==> config.mk <==
export PLATFORM = sky130hd
export DESIGN_NAME = gf2_polynomial_alu
export DESIGN_NICKNAME = d
export VERILOG_FILES = /design/src/rtl/gf2pa_pkg.sv /design/src/rtl/gf2_polynomial_alu.sv
export SDC_FILE = /design/constraint.sdc
export NUM_CORES = 2
export LEC_CHECK = 0
export BUFFER_PORTS_ARGS = -buffer_cell sky130_fd_sc_hd__buf_2
export CORE_MARGIN = 2
export CORE_UTILIZATION = 25
export CTS_BUF_LIST = sky130_fd_sc_hd__clkbuf_8 sky130_fd_sc_hd__clkbuf_16
export CTS_CLUSTER_DIAMETER = 30
export DETAILED_ROUTE_END_ITERATION = 8
export PLACE_DENSITY_LB_ADDON = 0.05
export SLEW_MARGIN = 20
export SYNTH_ARGS = -nofsm -noshare
export SYNTH_HDL_FRONTEND = slang
export SYNTH_SLANG_ARGS = --single-unit
==> constraint.sdc <==
create_clock -name clock -period 19.7 [get_ports clock]
set_clock_uncertainty 0.2 [all_clocks]
set_input_delay 4.925 -clock clock [delete_from_list [all_inputs] [get_ports clock]]
set_output_delay 4.925 -clock clock [all_outputs]
set_load 0.05 [all_outputs]
==> src/rtl/gf2pa_pkg.sv <==
// ----------------------------------------------------------------------------
// gf2pa_pkg
// Shared widths, mode codes and helpers for the GF(2) polynomial ALU.
// ----------------------------------------------------------------------------
`default_nettype none

package gf2pa_pkg;

   localparam int DEF_WIDTH   = 32;
   localparam int OPND_W      = 32;
   localparam int MAIN_W      = 63;
   localparam int REM_W       = 31;
   localparam int DEG_W       = 7;
   localparam int MODE_W      = 2;
   localparam int STAGE_STEPS = 4;   // bit steps per pipeline stage

   localparam logic [MODE_W-1:0] MODE_ADD = 2'd0;
   localparam logic [MODE_W-1:0] MODE_MUL = 2'd1;
   localparam logic [MODE_W-1:0] MODE_DIV = 2'd2;

   localparam logic [DEG_W-1:0] DEG_NONE = 7'h7F;   // -1, zero polynomial

   // index of the highest set bit, DEG_NONE for zero
   function automatic logic [DEG_W-1:0] poly_degree(input logic [MAIN_W-1:0] p);
      logic [DEG_W-1:0] d;
      d = DEG_NONE;
      for (int i = 0; i < MAIN_W; i++) begin
         if (p[i]) begin
            d = DEG_W'(i);
         end
      end
      return d;
   endfunction

endpackage

`default_nettype wire

==> src/rtl/gf2_polynomial_alu.sv <==
// ----------------------------------------------------------------------------
// gf2_polynomial_alu
// Pipelined add / carry-less multiply / divide-with-remainder over GF(2).
// ----------------------------------------------------------------------------
// One word is accepted per clock while req_ready is high, and results
// leave in order. The pipeline is an input register that also finds the
// divisor's leading term, then ceil(WIDTH/4) stages that each retire four
// dividend bits (four shift-and-xor steps of the long division, or of the
// Horner-form product), then an output register that selects the result
// and encodes its degree. Every stage holds its word while the next one
// is full and stalled, so empty stages still fill behind a stalled output.
// ----------------------------------------------------------------------------
`default_nettype none

module gf2_polynomial_alu #(
   parameter int WIDTH = gf2pa_pkg::DEF_WIDTH
) (
   input  logic                               clock,
   input  logic                               reset,
   input  logic                               req_valid,
   output logic                               req_ready,
   input  logic [gf2pa_pkg::MODE_W-1:0]       req_mode,
   input  logic [gf2pa_pkg::OPND_W-1:0]       req_operand_a,
   input  logic [gf2pa_pkg::OPND_W-1:0]       req_operand_b,
   output logic                               rsp_valid,
   input  logic                               rsp_ready,
   output logic [gf2pa_pkg::MAIN_W-1:0]       rsp_main_result,
   output logic [gf2pa_pkg::REM_W-1:0]        rsp_remainder_out,
   output logic signed [gf2pa_pkg::DEG_W-1:0] rsp_result_degree,
   output logic                               rsp_divide_by_zero
);

   localparam int STEPS = gf2pa_pkg::STAGE_STEPS;
   localparam int NSTG  = (WIDTH + STEPS - 1) / STEPS;
   localparam int PADW  = NSTG * STEPS;
   localparam int PRODW = 2 * WIDTH - 1;

   // stage 0 is the input register, stages 1..NSTG the bit-step stages
   logic [NSTG:0]                   v_ff;
   logic [NSTG:0]                   v_in;
   logic [NSTG+1:0]                 rdy;

   logic [gf2pa_pkg::MODE_W-1:0]    mode_ff [0:NSTG];
   logic [PADW-1:0]                 a_ff    [0:NSTG];
   logic [WIDTH-1:0]                b_ff    [0:NSTG];
   logic [WIDTH-1:0]                top_ff  [0:NSTG];
   logic [PRODW-1:0]                acc_ff  [0:NSTG];
   logic [WIDTH-1:0]                r_ff    [0:NSTG];
   logic [WIDTH-1:0]                q_ff    [0:NSTG];

   logic [gf2pa_pkg::MODE_W-1:0]    mode_in [0:NSTG];
   logic [PADW-1:0]                 a_in    [0:NSTG];
   logic [WIDTH-1:0]                b_in    [0:NSTG];
   logic [WIDTH-1:0]                top_in  [0:NSTG];
   logic [PRODW-1:0]                acc_in  [0:NSTG];
   logic [WIDTH-1:0]                r_in    [0:NSTG];
   logic [WIDTH-1:0]                q_in    [0:NSTG];

   logic                            out_v_ff;
   logic [gf2pa_pkg::MAIN_W-1:0]    main_ff,  main_in;
   logic [gf2pa_pkg::REM_W-1:0]     rem_ff,   rem_in;
   logic [gf2pa_pkg::DEG_W-1:0]     deg_ff,   deg_in;
   logic                            dz_ff,    dz_in;

   // ---- flow control ----
   always_comb begin
      rdy[NSTG+1] = !out_v_ff || rsp_ready;
      for (int s = NSTG; s >= 0; s--) begin
         rdy[s] = !v_ff[s] || rdy[s+1];
      end
   end

   assign v_in      = {v_ff[NSTG-1:0], req_valid};
   assign req_ready = rdy[0];

   // ---- datapath next values ----
   always_comb begin
      logic [WIDTH-1:0] opa;
      logic [WIDTH-1:0] smear;
      logic [PADW-1:0]  a_t;
      logic [PRODW-1:0] acc_t;
      logic [WIDTH-1:0] r_t;
      logic [WIDTH-1:0] q_t;
      logic             bit_t;
      logic             hit_t;

      // input stage: mask operands, find divisor leading term
      opa   = req_operand_a[WIDTH-1:0];
      b_in[0] = req_operand_b[WIDTH-1:0];
      smear = b_in[0];
      for (int k = 1; k < WIDTH; k = k * 2) begin
         smear = smear | (smear >> k);
      end
      top_in[0]  = smear & ~(smear >> 1);
      mode_in[0] = req_mode;
      a_in[0]    = PADW'(opa);
      acc_in[0]  = (req_mode == gf2pa_pkg::MODE_ADD) ? PRODW'(opa ^ b_in[0]) : '0;
      r_in[0]    = '0;
      q_in[0]    = '0;

      // bit-step stages, dividend / multiplier bits MSB first
      for (int s = 1; s <= NSTG; s++) begin
         a_t   = a_ff[s-1];
         acc_t = acc_ff[s-1];
         r_t   = r_ff[s-1];
         q_t   = q_ff[s-1];
         for (int k = 0; k < STEPS; k++) begin
            bit_t = a_t[PADW-1];
            a_t   = a_t << 1;
            if (mode_ff[s-1] == gf2pa_pkg::MODE_MUL) begin
               acc_t = (acc_t << 1) ^ (bit_t ? PRODW'(b_ff[s-1]) : '0);
            end
            r_t   = {r_t[WIDTH-2:0], bit_t};
            hit_t = |(r_t & top_ff[s-1]);
            if (hit_t) begin
               r_t = r_t ^ b_ff[s-1];
            end
            q_t = {q_t[WIDTH-2:0], hit_t};
         end
         mode_in[s] = mode_ff[s-1];
         a_in[s]    = a_t;
         b_in[s]    = b_ff[s-1];
         top_in[s]  = top_ff[s-1];
         acc_in[s]  = acc_t;
         r_in[s]    = r_t;
         q_in[s]    = q_t;
      end
   end

   // ---- output select ----
   always_comb begin
      main_in = '0;
      rem_in  = '0;
      dz_in   = 1'b0;
      unique case (mode_ff[NSTG])
         gf2pa_pkg::MODE_ADD,
         gf2pa_pkg::MODE_MUL: begin
            main_in = gf2pa_pkg::MAIN_W'(acc_ff[NSTG]);
         end
         gf2pa_pkg::MODE_DIV: begin
            if (top_ff[NSTG] == '0) begin
               dz_in = 1'b1;
            end else begin
               main_in = gf2pa_pkg::MAIN_W'(q_ff[NSTG]);
               rem_in  = gf2pa_pkg::REM_W'(r_ff[NSTG]);
            end
         end
         default: begin
            main_in = '0;
         end
      endcase
      deg_in = gf2pa_pkg::poly_degree(main_in);
   end

   // ---- registers ----
   always_ff @(posedge clock) begin
      if (reset) begin
         v_ff     <= '0;
         out_v_ff <= 1'b0;
      end else begin
         for (int s = 0; s <= NSTG; s++) begin
            if (rdy[s]) begin
               v_ff[s] <= v_in[s];
            end
         end
         if (rdy[NSTG+1]) begin
            out_v_ff <= v_ff[NSTG];
         end
      end
   end

   always_ff @(posedge clock) begin
      for (int s = 0; s <= NSTG; s++) begin
         if (rdy[s]) begin
            mode_ff[s] <= mode_in[s];
            a_ff[s]    <= a_in[s];
            b_ff[s]    <= b_in[s];
            top_ff[s]  <= top_in[s];
            acc_ff[s]  <= acc_in[s];
            r_ff[s]    <= r_in[s];
            q_ff[s]    <= q_in[s];
         end
      end
      if (rdy[NSTG+1]) begin
         main_ff <= main_in;
         rem_ff  <= rem_in;
         deg_ff  <= deg_in;
         dz_ff   <= dz_in;
      end
   end

   assign rsp_valid          = out_v_ff;
   assign rsp_main_result    = main_ff;
   assign rsp_remainder_out  = rem_ff;
   assign rsp_result_degree  = deg_ff;
   assign rsp_divide_by_zero = dz_ff;

endmodule

`default_nettype wire

; ---- After elaboration in Yosys (flattened, before gate mapping)
; Memories as Yosys holds them, arrays and structs flattened. A register that Yosys moved wholly into a read port is not among the register bits.
; Cells that the tools add are included.
; W data, S select, Z words.
[word_totals]
mem_count = 7
ramBits = 2025
in_bits = 70
register_bits = 81
word_cells = 382
[memory_table]
columns = name, words, word_bits, read_ports, rd_clocked_by_memory_dff, wr, line
row1 = acc_ff, 9, 63, 9, 0, 9, gf2_polynomial_alu.sv:47  ; logic [PRODW-1:0] acc_ff [0:NSTG];
row2 = a_ff, 9, 32, 8, 0, 9, gf2_polynomial_alu.sv:44  ; logic [PADW-1:0] a_ff [0:NSTG];
row3 = b_ff, 9, 32, 8, 0, 9, gf2_polynomial_alu.sv:45  ; logic [WIDTH-1:0] b_ff [0:NSTG];
row4 = q_ff, 9, 32, 9, 0, 9, gf2_polynomial_alu.sv:49  ; logic [WIDTH-1:0] q_ff [0:NSTG];
row5 = r_ff, 9, 32, 9, 1, 9, gf2_polynomial_alu.sv:48  ; logic [WIDTH-1:0] r_ff [0:NSTG];
row6 = top_ff, 9, 32, 9, 0, 9, gf2_polynomial_alu.sv:46  ; logic [WIDTH-1:0] top_ff [0:NSTG];
row7 = +1 memories, n/a, n/a, n/a, n/a, n/a, n/a
[classes]
eq_ne = 10
reduce_logical = 62
n_mux = 180
bitwise_logic = 105
[ops]
columns = op, count
row1 = $mux W63, 32
row2 = $xor A63 B32 Y63, 32
row3 = $mux W32, 42
row4 = $and A32 B32 Y32, 33
row5 = $reduce_or A32 Y1, 32
row6 = $mux W31, 24
row7 = $xor A31 B31 Y31, 24
row8 = $xor A32 B32 Y32, 9
row9 = $mux W6, 31
row10 = $pmux W63 S2, 1
row11 = $mux W5, 16
row12 = $reduce_or A62 Y1, 1
row13 = $logic_not A32 Y1, 1
row14 = $mux W4, 8
row15 = $not A31 Y32, 1
row16 = $or A32 B16 Y32, 1
row17 = $or A32 B24 Y32, 1
row18 = $or A32 B28 Y32, 1
row19 = $or A32 B30 Y32, 1
row20 = $or A32 B31 Y32, 1
row21 = $reduce_or A31 Y1, 1
row22 = $mux W1, 19
row23 = $eq A2 B1 Y1 const B, 9
row24 = $reduce_or A15 Y1, 1
row25 = 11 further kinds, 35

; ---- Logic depth before layout (Yosys ltp)
; An unclocked memory read counts as a cell.
[depth]
ltp_word = 66
ltp_mapped = 23
depth_no_buf = 17

; ---- Least setup slack after synthesis
; OpenSTA, ideal clock, no wires.
[synth_timing]
path_kind = input to output
startpoint = input rsp_ready
endpoint = output req_ready
t_arrival_ps = 15550
slack_ps = -975
stages = 6
path_buffers = 0
cell_sequence = nor2b_1 and2_1 and3_1 nand3_1 nor2_1 nand4_1
[synth_between]
elab_chain_cells = 10
[synth_lines]
columns = element, line
row1 = from (decl), gf2_polynomial_alu.sv:26  ; input logic rsp_ready,
row2 = $logic_or A1 B1 Y1, gf2_polynomial_alu.sv:67  ; rdy[NSTG+1] = !out_v_ff || rsp_ready;
row3 = $logic_or A1 B1 Y1 (5 in a row), gf2_polynomial_alu.sv:69  ; rdy[s] = !v_ff[s] || rdy[s+1];
row4 = named net rdy[4], gf2_polynomial_alu.sv:41  ; logic [NSTG+1:0] rdy;
row5 = $logic_or A1 B1 Y1 (4 in a row), gf2_polynomial_alu.sv:69
row6 = to (decl), gf2_polynomial_alu.sv:21  ; output logic req_ready,
; The timed path passes the listed nets, and every way through them passes these cells.

; ---- Final worst setup path
; Same ends and word-level chain as after synthesis.

==> run_results.csv <==
group,metric,value,unit
synth,synth-seq-cells,1633,
synth,ys_dominant_reg_cell,"edfxtp_1",
power_and_ir_drop,combinational_fraction_of_design_power,11.3,%
drt,vias,70095,
cts,ctsResizeCount,0,
global_routing,first_pass_grt_wire_length,573000,um
synth,netlist_area,97300,sq um
global_routing,antenna_found_initial,30,
power_and_ir_drop,power_switching_share,26.4,%
synth,yosys.cell_types.count,67,
worst_setup_path,critical-path-slowest-cell,"nor2_1",
global_routing,first_global_vias,71174,
power_and_ir_drop,power.net_switching,3.41,mW
sta,worst_slew_pin_slew,1.25,ns
drt,finalWirelength,410000,um
worst_setup_path,crit_path_max_fanout,131,
sta,timing.max_slew.rel_slack,16.1,%
worst_setup_path,worstReg2RegStart,"top_ff[0][112]",
finish,final_net_count,9596,
synth,synth_enable_flop_cells,1623,
worst_setup_path,critical_path.top_delay_family,"simple AND/OR/NAND/NOR gates",
worst_setup_path,crit_chain,"buf_2 > nor2b_1 > and2_1 > and3_1 > nand3_4 > nor2_1 > nand4_1 > buf_12 > buf_2",
worst_setup_path,crit_path_frequent_cell,"buf_2",
job,timing.max_cap.violations,0,
cts,cts_made_buffers,424,
sta,min_period_over_period,68.8,%
place,place.gp.congestion,0.880,
sta,finalHoldViolations,0,
cts,cts_tree,"done",
cts,clockRootBuffer,"clkbuf_16",
global_routing,grt_remaining_overflow,0,
synth,synthDominantAreaCellType,"edfxtp_1",
global_routing,gr-usage-all-layers,20.2,%
cts,cts_hold_buffers,0,
min_path,hold_path.startpoint,"a_ff[0][75]",
finish,final_layout_size_suffix_gt1_share,12.7,%
drt,drt_first_pass_iters,6,
power_and_ir_drop,internal-power,9.52,mW
synth,synth_fp_nets,9207,
floorplan,floorplan.io_pins,174,
cts,clk-insertion-delay-late,0.95,ns
floorplan,floorplan.initialDensity,25.1,%
power_and_ir_drop,seq_power_share,34.7,%
floorplan,core-area,388000,sq um
worst_setup_path,crit-reg2reg-capture,"r_ff[4][0]",
synth,synth.top_cells.by_count,"nand2_1, edfxtp_1, xnor2_1, xor2_1, mux2i_1",
power_and_ir_drop,total_leakage_power,43.5,nW
cts,cts-root-to-sink-buffers,4,
sta,fin_setup_tns,0,ns
cts,cts.reportedPaths.clkPinSlew,0.04,ns
cts,cts_htree_levels,5,
floorplan,die_y,628,um
sta,finalWorstPathRequiredPeriod,13.55,ns
worst_setup_path,slowest_delay,0.82,ns
synth,synthDominantCellAreaShare,50.1,%
worst_setup_path,worst_ep_arrival_time,8.43,ns
finish,areaGrowthSynthToFinish,22.7,%
power_and_ir_drop,power.density_cell_area,108,nW/um^2
synth,synthesis.instances,9105,
min_path,whs_path_depth,0,
synth,synth_warnings,0,
global_routing,grt_start_max_net_pins,132,
place,place_hpwl,306000,um
worst_setup_path,cp.buffers_inverters,3,
place,post-place-cells,14264,
worst_setup_path,start_kind,"input port",
drt,route.detailed.drc,0,
floorplan,die_footprint,394000,sq um
floorplan,die_x,628,um
synth,avgSynthCellArea,10.7,sq um
sta,slew_violations,0,
drt,route.detailed.vias_per_inst,4.65,
drt,wl_per_cell,27.2,um
synth,synth_seq_area_share,50.3,%
synth,synth.top_cells.by_area,"edfxtp_1, xnor2_1, nand2_1, xor2_1, mux2i_1",
finish,final-instance-count-excl-fill,15069,
worst_setup_path,critical_path_required,14.57,ns
drt,drt-initial-drc-count,5112,
min_path,hold_path_class,"reg2reg",
status,outcome,"finished clean",
sta,rsz_0062_raised_after_global_routing,"false",
cts,cts_setup_buffers,0,
sta,clock.fmax,0.0738,GHz
floorplan,floorplan.rows,229,
drt,drt.antenna.violating_nets,0,
power_and_ir_drop,vdd.ir_drop.worst,0.0717,mV
worst_setup_path,timing_worst_setup_path_type,"in2out",
worst_setup_path,worst-r2r-setup-slack,9.94,ns
cts,clock_sink_count,1633,
synth,synth_async_sr_flop_share,0,%
place,io_buffer_count,173,
min_path,min_to,"a_ff[0][111]",
power_and_ir_drop,power.clock.fraction,54.0,%
worst_setup_path,worstSetupEndpointType,"primary output",
synth,synth.most_common_cell,"nand2_1",
sta,setup_viol,0,
worst_setup_path,ff_to_ff_path_depth,19,
[placed cells by master, fill, tap and decap left out, types with 18 or more instances in the layout]
cell,count
a2111oi_0,126
a21boi_0,419
a21boi_1,104
a21oi_1,18
a221oi_1,30
a222oi_1,26
a22o_1,61
a22oi_1,81
a31oi_1,37
and2_1,55
and4_1,32
buf_2,173
buf_4,231
bufinv_16,64
clkbuf_16,427
clkinv_1,58
clkinv_2,89
clkinv_4,21
clkinvlp_4,59
edfxtp_1,1623
ha_1,32
inv_1,204
mux2_2,84
mux2i_1,429
nand2_1,1947
nand2b_1,350
nand4_1,76
nor2_1,146
nor2b_1,26
o211ai_1,26
o21ai_0,362
o21ai_1,243
xnor2_1,1445
xor2_1,520
[state kept, by name, indices dropped and copies added, names as in the netlist]
signal / count
q_ff: 144
rsp_remainder_out: 31
mode_ff: 18
rsp_valid: 1
r_ff: 248
rsp_divide_by_zero: 1
v_ff: 9
acc_ff: 431
rsp_main_result: 63
a_ff: 144
b_ff: 255
top_ff: 281
rsp_result_degree: 7
[cells by family (layout without fill, tap and decap cells)]
family	Yosys count	count (layout)	share of synthesized area [%]
and+or+nand+nor	2744	2744	12.4
xor gates and xnor gates	1965	1965	17.7
DFF	1633	1633	50.3
AOI/OAI and AO/OA	1602	1602	11.2
buffers and inverters	608	1365	2.54
muxes	521	521	5.48
adders and majority gates	32	32	0.411
other	0	10	0
[worst reg2reg max path, delay by kind of cell (launching register included)]
kind	cells	cell delay, ns
AND/OR/NAND/NOR	5	3.21
multiplexers	3	0.71
AO/OA/AOI/OAI	8	3.79
buffers and inverters	2	0.81
XOR/XNOR	1	0.19
flip-flops	1	0.60
[routing by layer]
layer | routed length (um) | vias up | track usage (%)
met1 | 173000 | 34938 | 24.9
met3 | 12900 | 577 | 2.02
li1 | - | 32880 | -
met5 | 0 | - | 0
met4 | 13000 | 0 | 6.38
met2 | 211000 | 1700 | 36.7
[area by class of cell]
cell class / count / area, sq um
Timing Repair Buffer: 407 / 2660
Antenna cell: 10 / 25.0
Fill cell: 39599 / 269000
Inverter: 164 / 633
Multi-Input combinational cell: 6864 / 46000
Clock inverter: 362 / 3890
Clock buffer: 432 / 10800
Sequential cell: 1633 / 48900
Tap cell: 5197 / 6500
[power by group through the flow]
| stage | clock network (mW) | logic [mW] | registers [mW] |
|---|---|---|---|
| floorplan | 0 | 0.904 | 4.48 |
| global placement | 0 | 1.50 | 4.55 |
| detailed placement | 0 | 1.49 | 4.55 |
| CTS | 7.12 | 1.50 | 4.50 |
| global route | 7.31 | 1.60 | 4.51 |
| finish | 6.98 | 1.47 | 4.48 |
[metrics by stage]
step	total power, mW	util (%)	instance area [sq um]	setup slack, ns	hold WS (ns)
floorplan	5.38	-	97300	1.32	0.200
global placement	6.05	27.0	105000	5.93	0.203
detailed placement	6.05	27.0	105000	5.96	0.205
CTS	13.1	30.7	119000	5.98	0.211
global route	13.4	30.8	119000	5.74	0.205
finish	12.9	30.8	119000	6.15	0.210
[how the worst max path moves through the flow]
stage               startpoint   endpoint  cells after the start
finish               rsp_ready  req_ready                      9
global route         rsp_ready  req_ready                      9
CTS                  rsp_ready  req_ready                      9
detailed placement   rsp_ready  req_ready                      9
global placement     rsp_ready  req_ready                      9
floorplan            rsp_ready  req_ready                      6
(Power assumes the default switching activity.)
